===== src/hdl/sefr_pkg.sv =====
package sefr_pkg;

    // Largest payload length that a frame may announce.
    localparam int unsigned MaxPayload = 255;

    localparam int unsigned ByteW  = 8;
    localparam int unsigned EventW = 2;
    localparam int unsigned OutW   = 24;
    localparam int unsigned UserW  = 3;

    // Configuration register indexes.
    localparam logic CfgStartByte = 1'b0;
    localparam logic CfgEndByte   = 1'b1;

    // Event codes carried with each result item.
    typedef enum logic [EventW-1:0] {
        EV_NONE   = 2'd0,
        EV_READY  = 2'd1,
        EV_CSUM   = 2'd2,
        EV_FORMAT = 2'd3
    } t_event;

    // Receive phase, one-hot.
    typedef enum logic [4:0] {
        PH_HUNT = 5'b00001,
        PH_LEN  = 5'b00010,
        PH_DATA = 5'b00100,
        PH_CSUM = 5'b01000,
        PH_END  = 5'b10000
    } t_phase;

    // One result item.
    typedef struct packed {
        logic [ByteW-1:0] frame_length;
        logic [ByteW-1:0] data_index;
        logic [ByteW-1:0] data_byte;
        logic             data_valid;
        t_event           event_res;
    } t_result;

endpackage


===== src/hdl/sefr_deframer.sv =====
module sefr_deframer
    import sefr_pkg::*;
(
    input  logic             i_clk,
    input  logic             i_rst_n,
    input  logic             i_valid,
    input  logic [ByteW-1:0] i_byte,
    input  logic [ByteW-1:0] i_start_byte,
    input  logic [ByteW-1:0] i_end_byte,
    output t_result          o_result
);

    t_phase           r_phase, n_phase;
    logic [ByteW-1:0] r_len, n_len;
    logic [ByteW-1:0] r_pos, n_pos;
    logic [ByteW-1:0] r_xor, n_xor;
    logic [ByteW-1:0] pos_inc;
    t_result          res;

    assign pos_inc = r_pos + 1'b1;

    // Next state and the result item for the byte on the input.
    always_comb begin
        n_phase = r_phase;
        n_len   = r_len;
        n_pos   = r_pos;
        n_xor   = r_xor;
        res     = '0;
        res.event_res = EV_NONE;
        case (r_phase)
            PH_HUNT: begin
                if (i_byte == i_start_byte) begin
                    n_phase = PH_LEN;
                    n_len   = '0;
                    n_pos   = '0;
                    n_xor   = '0;
                end
            end
            PH_LEN: begin
                n_len = i_byte;
                n_pos = '0;
                n_xor = '0;
                if ({1'b0, i_byte} > (ByteW+1)'(MaxPayload)) begin
                    n_phase       = PH_HUNT;
                    res.event_res = EV_FORMAT;
                end else if (i_byte == '0) begin
                    n_phase = PH_CSUM;
                end else begin
                    n_phase = PH_DATA;
                end
            end
            PH_DATA: begin
                res.data_valid = 1'b1;
                res.data_byte  = i_byte;
                res.data_index = r_pos;
                n_xor = r_xor ^ i_byte;
                n_pos = pos_inc;
                if (pos_inc >= r_len) begin
                    n_phase = PH_CSUM;
                end
            end
            PH_CSUM: begin
                if (i_byte != r_xor) begin
                    n_phase       = PH_HUNT;
                    res.event_res = EV_CSUM;
                end else begin
                    n_phase = PH_END;
                end
            end
            PH_END: begin
                if (i_byte == i_end_byte) begin
                    n_phase       = PH_HUNT;
                    res.event_res = EV_READY;
                end else begin
                    res.event_res = EV_FORMAT;
                    if (i_byte == i_start_byte) begin
                        // A start byte in place of the end byte opens a new frame.
                        n_phase = PH_LEN;
                        n_len   = '0;
                        n_pos   = '0;
                        n_xor   = '0;
                    end else begin
                        n_phase = PH_HUNT;
                    end
                end
            end
            default: begin
                n_phase       = PH_HUNT;
                n_len         = '0;
                n_pos         = '0;
                n_xor         = '0;
                res.event_res = EV_FORMAT;
            end
        endcase
        res.frame_length = n_len;
    end

    // State advances only on an accepted item.
    always_ff @(posedge i_clk) begin
        if (!i_rst_n) begin
            r_phase <= PH_HUNT;
            r_len   <= '0;
            r_pos   <= '0;
            r_xor   <= '0;
        end else if (i_valid) begin
            r_phase <= n_phase;
            r_len   <= n_len;
            r_pos   <= n_pos;
            r_xor   <= n_xor;
        end
    end

    assign o_result = res;

    // While payload bytes arrive, the position stays below the length.
    a_pos_below_len: assert property (@(posedge i_clk) disable iff (!i_rst_n)
        r_phase == PH_DATA |-> r_pos < r_len)
        else $error("payload position reached the frame length");

    // The last payload byte moves on to the checksum.
    a_data_to_csum: assert property (@(posedge i_clk) disable iff (!i_rst_n)
        i_valid && r_phase == PH_DATA && pos_inc >= r_len |=> r_phase == PH_CSUM)
        else $error("last payload byte did not lead to the checksum");

    // A start byte while hunting opens a frame with a clear checksum.
    a_open_frame: assert property (@(posedge i_clk) disable iff (!i_rst_n)
        i_valid && r_phase == PH_HUNT && i_byte == i_start_byte
        |=> r_phase == PH_LEN && r_xor == '0 && r_pos == '0)
        else $error("start byte did not open a frame");

    // A frame is reported ready only from the end-byte phase.
    a_ready_from_end: assert property (@(posedge i_clk) disable iff (!i_rst_n)
        i_valid && res.event_res == EV_READY |-> r_phase == PH_END)
        else $error("frame ready outside the end-byte phase");

endmodule


===== src/hdl/stx_etx_frame_receiver.sv =====
// STX/ETX frame receiver. Each input item is one received byte; each accepted
// byte yields exactly one registered result item; a new byte can be accepted
// every cycle while the output drains. The deframing state advances as a byte
// is taken, and the result sits in a single output register, so the input
// stalls only while that register is full and not being drained. A frame is
// start byte, length, payload, XOR of the payload, end byte. Payload bytes are
// not buffered: each is passed out with its index, and the frame is committed
// by the consumer on the frame-ready event. Configuration (start and end byte
// values): the user writes it via the write port, only while idle (not enforced).
module stx_etx_frame_receiver
    import sefr_pkg::*;
(
    input  logic             i_clk,
    input  logic             i_rst_n,
    // Configuration write port.
    input  logic             i_cfg_we,
    input  logic             i_cfg_addr,
    input  logic [ByteW-1:0] i_cfg_wdata,
    // Input bytes.
    input  logic             s_axis_tvalid,
    output logic             s_axis_tready,
    input  logic [ByteW-1:0] s_axis_tdata,   // [7:0] byte_in
    // Result items.
    output logic             m_axis_tvalid,
    input  logic             m_axis_tready,
    output logic [OutW-1:0]  m_axis_tdata,   // [7:0] data_byte, [15:8] data_index,
                                             // [23:16] frame_length
    output logic [UserW-1:0] m_axis_tuser    // [1:0] event_res, [2] data_valid
);

    logic [ByteW-1:0] r_start_byte;
    logic [ByteW-1:0] r_end_byte;
    logic             r_out_valid;
    t_result          r_out;
    t_result          result;
    logic             accept;

    // Configuration registers.
    always_ff @(posedge i_clk) begin
        if (!i_rst_n) begin
            r_start_byte <= 8'd2;
            r_end_byte   <= 8'd3;
        end else if (i_cfg_we) begin
            case (i_cfg_addr)
                CfgStartByte: r_start_byte <= i_cfg_wdata;
                CfgEndByte:   r_end_byte   <= i_cfg_wdata;
                default:      r_start_byte <= r_start_byte;
            endcase
        end
    end

    // A byte is taken whenever the output register is free or being emptied.
    assign s_axis_tready = !r_out_valid || m_axis_tready;
    assign accept        = s_axis_tvalid && s_axis_tready;

    sefr_deframer u_deframer (
        .i_clk        (i_clk),
        .i_rst_n      (i_rst_n),
        .i_valid      (accept),
        .i_byte       (s_axis_tdata),
        .i_start_byte (r_start_byte),
        .i_end_byte   (r_end_byte),
        .o_result     (result)
    );

    // Output register.
    always_ff @(posedge i_clk) begin
        if (!i_rst_n) begin
            r_out_valid <= 1'b0;
        end else if (accept) begin
            r_out_valid <= 1'b1;
        end else if (m_axis_tready) begin
            r_out_valid <= 1'b0;
        end
    end

    always_ff @(posedge i_clk) begin
        if (accept) begin
            r_out <= result;
        end
    end

    assign m_axis_tvalid = r_out_valid;
    assign m_axis_tdata  = {r_out.frame_length, r_out.data_index, r_out.data_byte};
    assign m_axis_tuser  = {r_out.data_valid, r_out.event_res};

endmodule


===== config.mk =====
export PLATFORM = sky130hd
export DESIGN_NAME = stx_etx_frame_receiver
export DESIGN_NICKNAME = d
export VERILOG_FILES = /design/src/hdl/sefr_pkg.sv /design/src/hdl/sefr_deframer.sv /design/src/hdl/stx_etx_frame_receiver.sv
export SDC_FILE = /design/constraint.sdc
export NUM_CORES = 1
export LEC_CHECK = 0
export BUFFER_PORTS_ARGS = -buffer_cell sky130_fd_sc_hd__buf_2
export CORE_MARGIN = 2
export CORE_UTILIZATION = 40
export CTS_CLUSTER_DIAMETER = 150
export DETAILED_ROUTE_END_ITERATION = 10
export PLACE_DENSITY = 0.57
export SLEW_MARGIN = 40
export SYNTH_ARGS = -nofsm -noshare
export SYNTH_HDL_FRONTEND = slang
export SYNTH_SLANG_ARGS = --single-unit

===== constraint.sdc =====
create_clock -name i_clk -period 3.2 [get_ports i_clk]
set_input_delay 0.32 -clock i_clk [delete_from_list [all_inputs] [get_ports i_clk]]
set_output_delay 0.32 -clock i_clk [all_outputs]
set_load 0.005 [all_outputs]

==> results_dict.tcl <==
set metrics [dict create \
    drc 0 \
    finClkSkew_ns 0.00917 \
    synth_top_area_share_pct 25.3 \
    synth_area_mm2 0.00364 \
    endpoint_kind "register" \
    fin_util_pct 47.0 \
    cts_hold_buf 0 \
    hold_viol_final 0 \
    root_buffer "clkbuf_8" \
    pwr_density_cell_mw_per_mm2 452 \
    yosysWarnings 0 \
    seq_power_share_pct 53.7 \
    power.switching_uw 468 \
    rsz0062_at_grt "no" \
    rows 34 \
    fillerInstances 858 \
    cts_buffer_depth 2 \
    leakage_nw 1.63 \
    grt_start_max_net_pins 32 \
    finalCriticalPeriod_ns 2.63 \
    io_buffers 50 \
    core_mm2 0.00876 \
    critical_path_class "reg -> reg" \
    dr.pass1.iters 6 \
    antenna_cells 0 \
    ys_ff_latch 73 \
    post-cts-setup-buffer-count 0 \
    cp-start-kind "register" \
    hold_start "i_cfg_wdata[5]" \
    nets 457 \
    yosysTopAreaCell "dfxtp_1" \
    grt_pass1_wl_um 13900 \
    async_reset_ff_share_pct 0 \
    cp_max_fo 8 \
    cts_tree "built" \
    syn_inst 383 \
    fp.dieW_um 99.3 \
    grt_pass1_vias 2712 \
    area_delta_synth_final_pct 13.4 \
    placed_cells 523 \
    dr.first_iter.drc_count 111 \
    cp.required_ns 3.42 \
    tightest_slew_ns 0.656 \
    viasPerCell 5.35 \
    finalSetupViolations 0 \
    clock.fmax_mhz 380 \
    cts_buffers 9 \
    synth_edf_count 27 \
    p_clk_share_pct 37.9 \
    routed_wl_um 8530 \
    period_share_pct 82.3 \
    r2r_slack_ns 0.57 \
    worstHoldPathCells 3 \
    path_clk_slew_ns 0.08 \
    relSlewSlack_pct 56.2 \
    worstPathArrival_ns 2.85 \
    wl_per_cell_um 15.8 \
    comb_power_share_pct 8.5 \
    synth_nets 414 \
    yosysUniqueCellTypes 54 \
    synth-main-ff-cell "dfxtp_1" \
    peakVddDrop_mv 0.194 \
    grt_use_total_pct 18.2 \
    cts_resized 0 \
    reg2reg_to "u_deframer.r_phase[2]" \
    place.gp.congestion 0.881 \
    antenna_found_initial 0 \
    drive_gt1_share_pct 20.2 \
    initial_core_util_pct 41.5 \
    max_cap_viol_count 0 \
    die-area_mm2 0.00987 \
    slew_violations 0 \
    r2r-start "u_deframer.r_pos[0]" \
    intPower_mw 1.40 \
    ys_top_cells_by_area "dfxtp_1, edfxtp_1, nand2_1" \
    hp-class "in -> reg" \
    ant_nets 0 \
    fin_cells 539 \
    avgSynthCellArea_um2 9.49 \
    insertion_delay_ns 0.35 \
    vias 2881 \
    cts.sinks 73 \
    yosysSeqAreaShare_pct 47.6 \
    dp_hpwl_um 5940 \
    swShare_pct 25.1 \
    grt_overflow 0 \
    status "finished, final reports clean" \
    htree_levels 3 \
    die_h_um 99.3 \
    r2r_cells 11 \
    boundaryPins 51 \
    setup_tns_ns 0 \
    hold_end "r_start_byte[5]" \
]
## kinds of logic (layout without fill, tap and decap cells)
kind of cell / count (synthesis) / in the layout / share of synthesized area (%)
simple gates: 138 / 138 / 19.3
compound gates: 84 / 84 / 15.4
flops: 73 / 73 / 47.6
buf+inv: 43 / 91 / 5.51
xor+xnor: 31 / 31 / 7.67
fa+ha+maj: 9 / 9 / 3.10
mux: 5 / 5 / 1.38
## worst max path at each step
stage	startpoint	to	slack, ns	depth (start not counted)
2_1_floorplan	u_deframer.r_pos[2]	u_deframer.r_phase[3]	0.65	10
3_3_place_gp	u_deframer.r_pos[0]	u_deframer.r_phase[1]	0.60	11
3_5_place_dp	u_deframer.r_pos[0]	u_deframer.r_phase[2]	0.61	11
4_1_cts	u_deframer.r_pos[0]	u_deframer.r_phase[4]	0.57	11
5_1_grt	u_deframer.r_pos[0]	u_deframer.r_phase[2]	0.23	11
6_report	u_deframer.r_pos[0]	u_deframer.r_phase[2]	0.57	11
## power by group through the flow
stage / Clock, mW / Sequential [mW] / Combinational (mW)
after floorplan: 0 / 1.02 / 0.102
after global placement: 0 / 1.02 / 0.156
after detailed placement: 0 / 1.02 / 0.158
after CTS: 0.720 / 1.00 / 0.159
after global routing: 0.765 / 1.00 / 0.174
final: 0.706 / 1.00 / 0.158
## state kept, by name, indices dropped and copies added, names as in the netlist
name,count
m_axis_tdata,24
u_deframer.r_pos,8
m_axis_tuser,3
m_axis_tvalid,1
r_start_byte,8
u_deframer.r_phase,5
r_end_byte,8
u_deframer.r_xor,8
u_deframer.r_len,8
## stage by stage
step,hold WS (ns),area [µm²],setup WS (ns),total power [mW]
floorplan,0.444,3640,0.652,1.12
global placement,0.463,3940,0.596,1.18
detailed placement,0.464,3940,0.612,1.18
CTS,0.202,4120,0.570,1.88
global route,0.217,4120,0.226,1.94
finish,0.213,4120,0.565,1.86
## routing by layer
| layer | global-route usage [%] | up-vias | part of all wire, % |
|---|---|---|---|
| li1 | - | 1424 | - |
| met1 | 24.2 | 1378 | 47 |
| met2 | 28.8 | 66 | 47 |
| met3 | 3.94 | 13 | 4.7 |
| met4 | 7.17 | 0 | 2.1 |
| met5 | 0 | - | 0 |
## cell usage in the layout, fill, tap and decap left out, drive strengths merged, types with 14 or more instances in the layout
| cell type | count |
|---|---|
| a21oi | 37 |
| buf | 56 |
| dfxtp | 46 |
| edfxtp | 27 |
| inv | 19 |
| nand2 | 56 |
| nor2 | 22 |
| nor3 | 14 |
| o21ai | 15 |
| xnor2 | 17 |
| xor2 | 14 |
## area by class of cell
| class | instances | area, µm² | share of cell area (%) |
|---|---|---|---|
| clock inverters | 7 | 61.3 | 1.49 |
| clock buffers | 9 | 124 | 3.00 |
| well taps | 108 | 135 | 3.28 |
| repair buffers | 56 | 295 | 7.16 |
| multi-input cells | 267 | 1700 | 41.3 |
| flip-flops and latches | 73 | 1730 | 42.0 |
| inverters | 19 | 71.3 | 1.73 |
## worst max-delay path, cell delays in order, from the launching register on
cell and delay [ns]:
dfxtp_1 0.44, ha_1 0.26, nand3_1 0.19, nor2_1 0.17
xor2_1 0.25, ha_1 0.20, nand4_1 0.10, a211o_1 0.23
a41oi_1 0.20, buf_4 0.20, mux2i_1 0.21, nor2_1 0.05
## synthesized netlist by cell type, types with 2 or more instances
library cell / count
nand2_1: 56
dfxtp_1: 46
a21oi_1: 37
edfxtp_1: 27
nor2_1: 21
inv_1: 17
xnor2_1: 17
clkbuf_1: 13
nor3_1: 13
xor2_1: 13
and2_1: 10
nand3_1: 10
o21ai_0: 10
ha_1: 9
a22o_1: 8
o31ai_2: 7
mux2i_1: 5
nand2b_1: 5
nand4_1: 5
buf_2: 4
o21ai_1: 4
buf_4: 3
buf_6: 3
nand3b_1: 3
a41oi_1: 2
and3_1: 2
and3b_1: 2
inv_2: 2
nor4_1: 2
nor4_4: 2
o31ai_1: 2
Power figures use the tool's default switching activity.
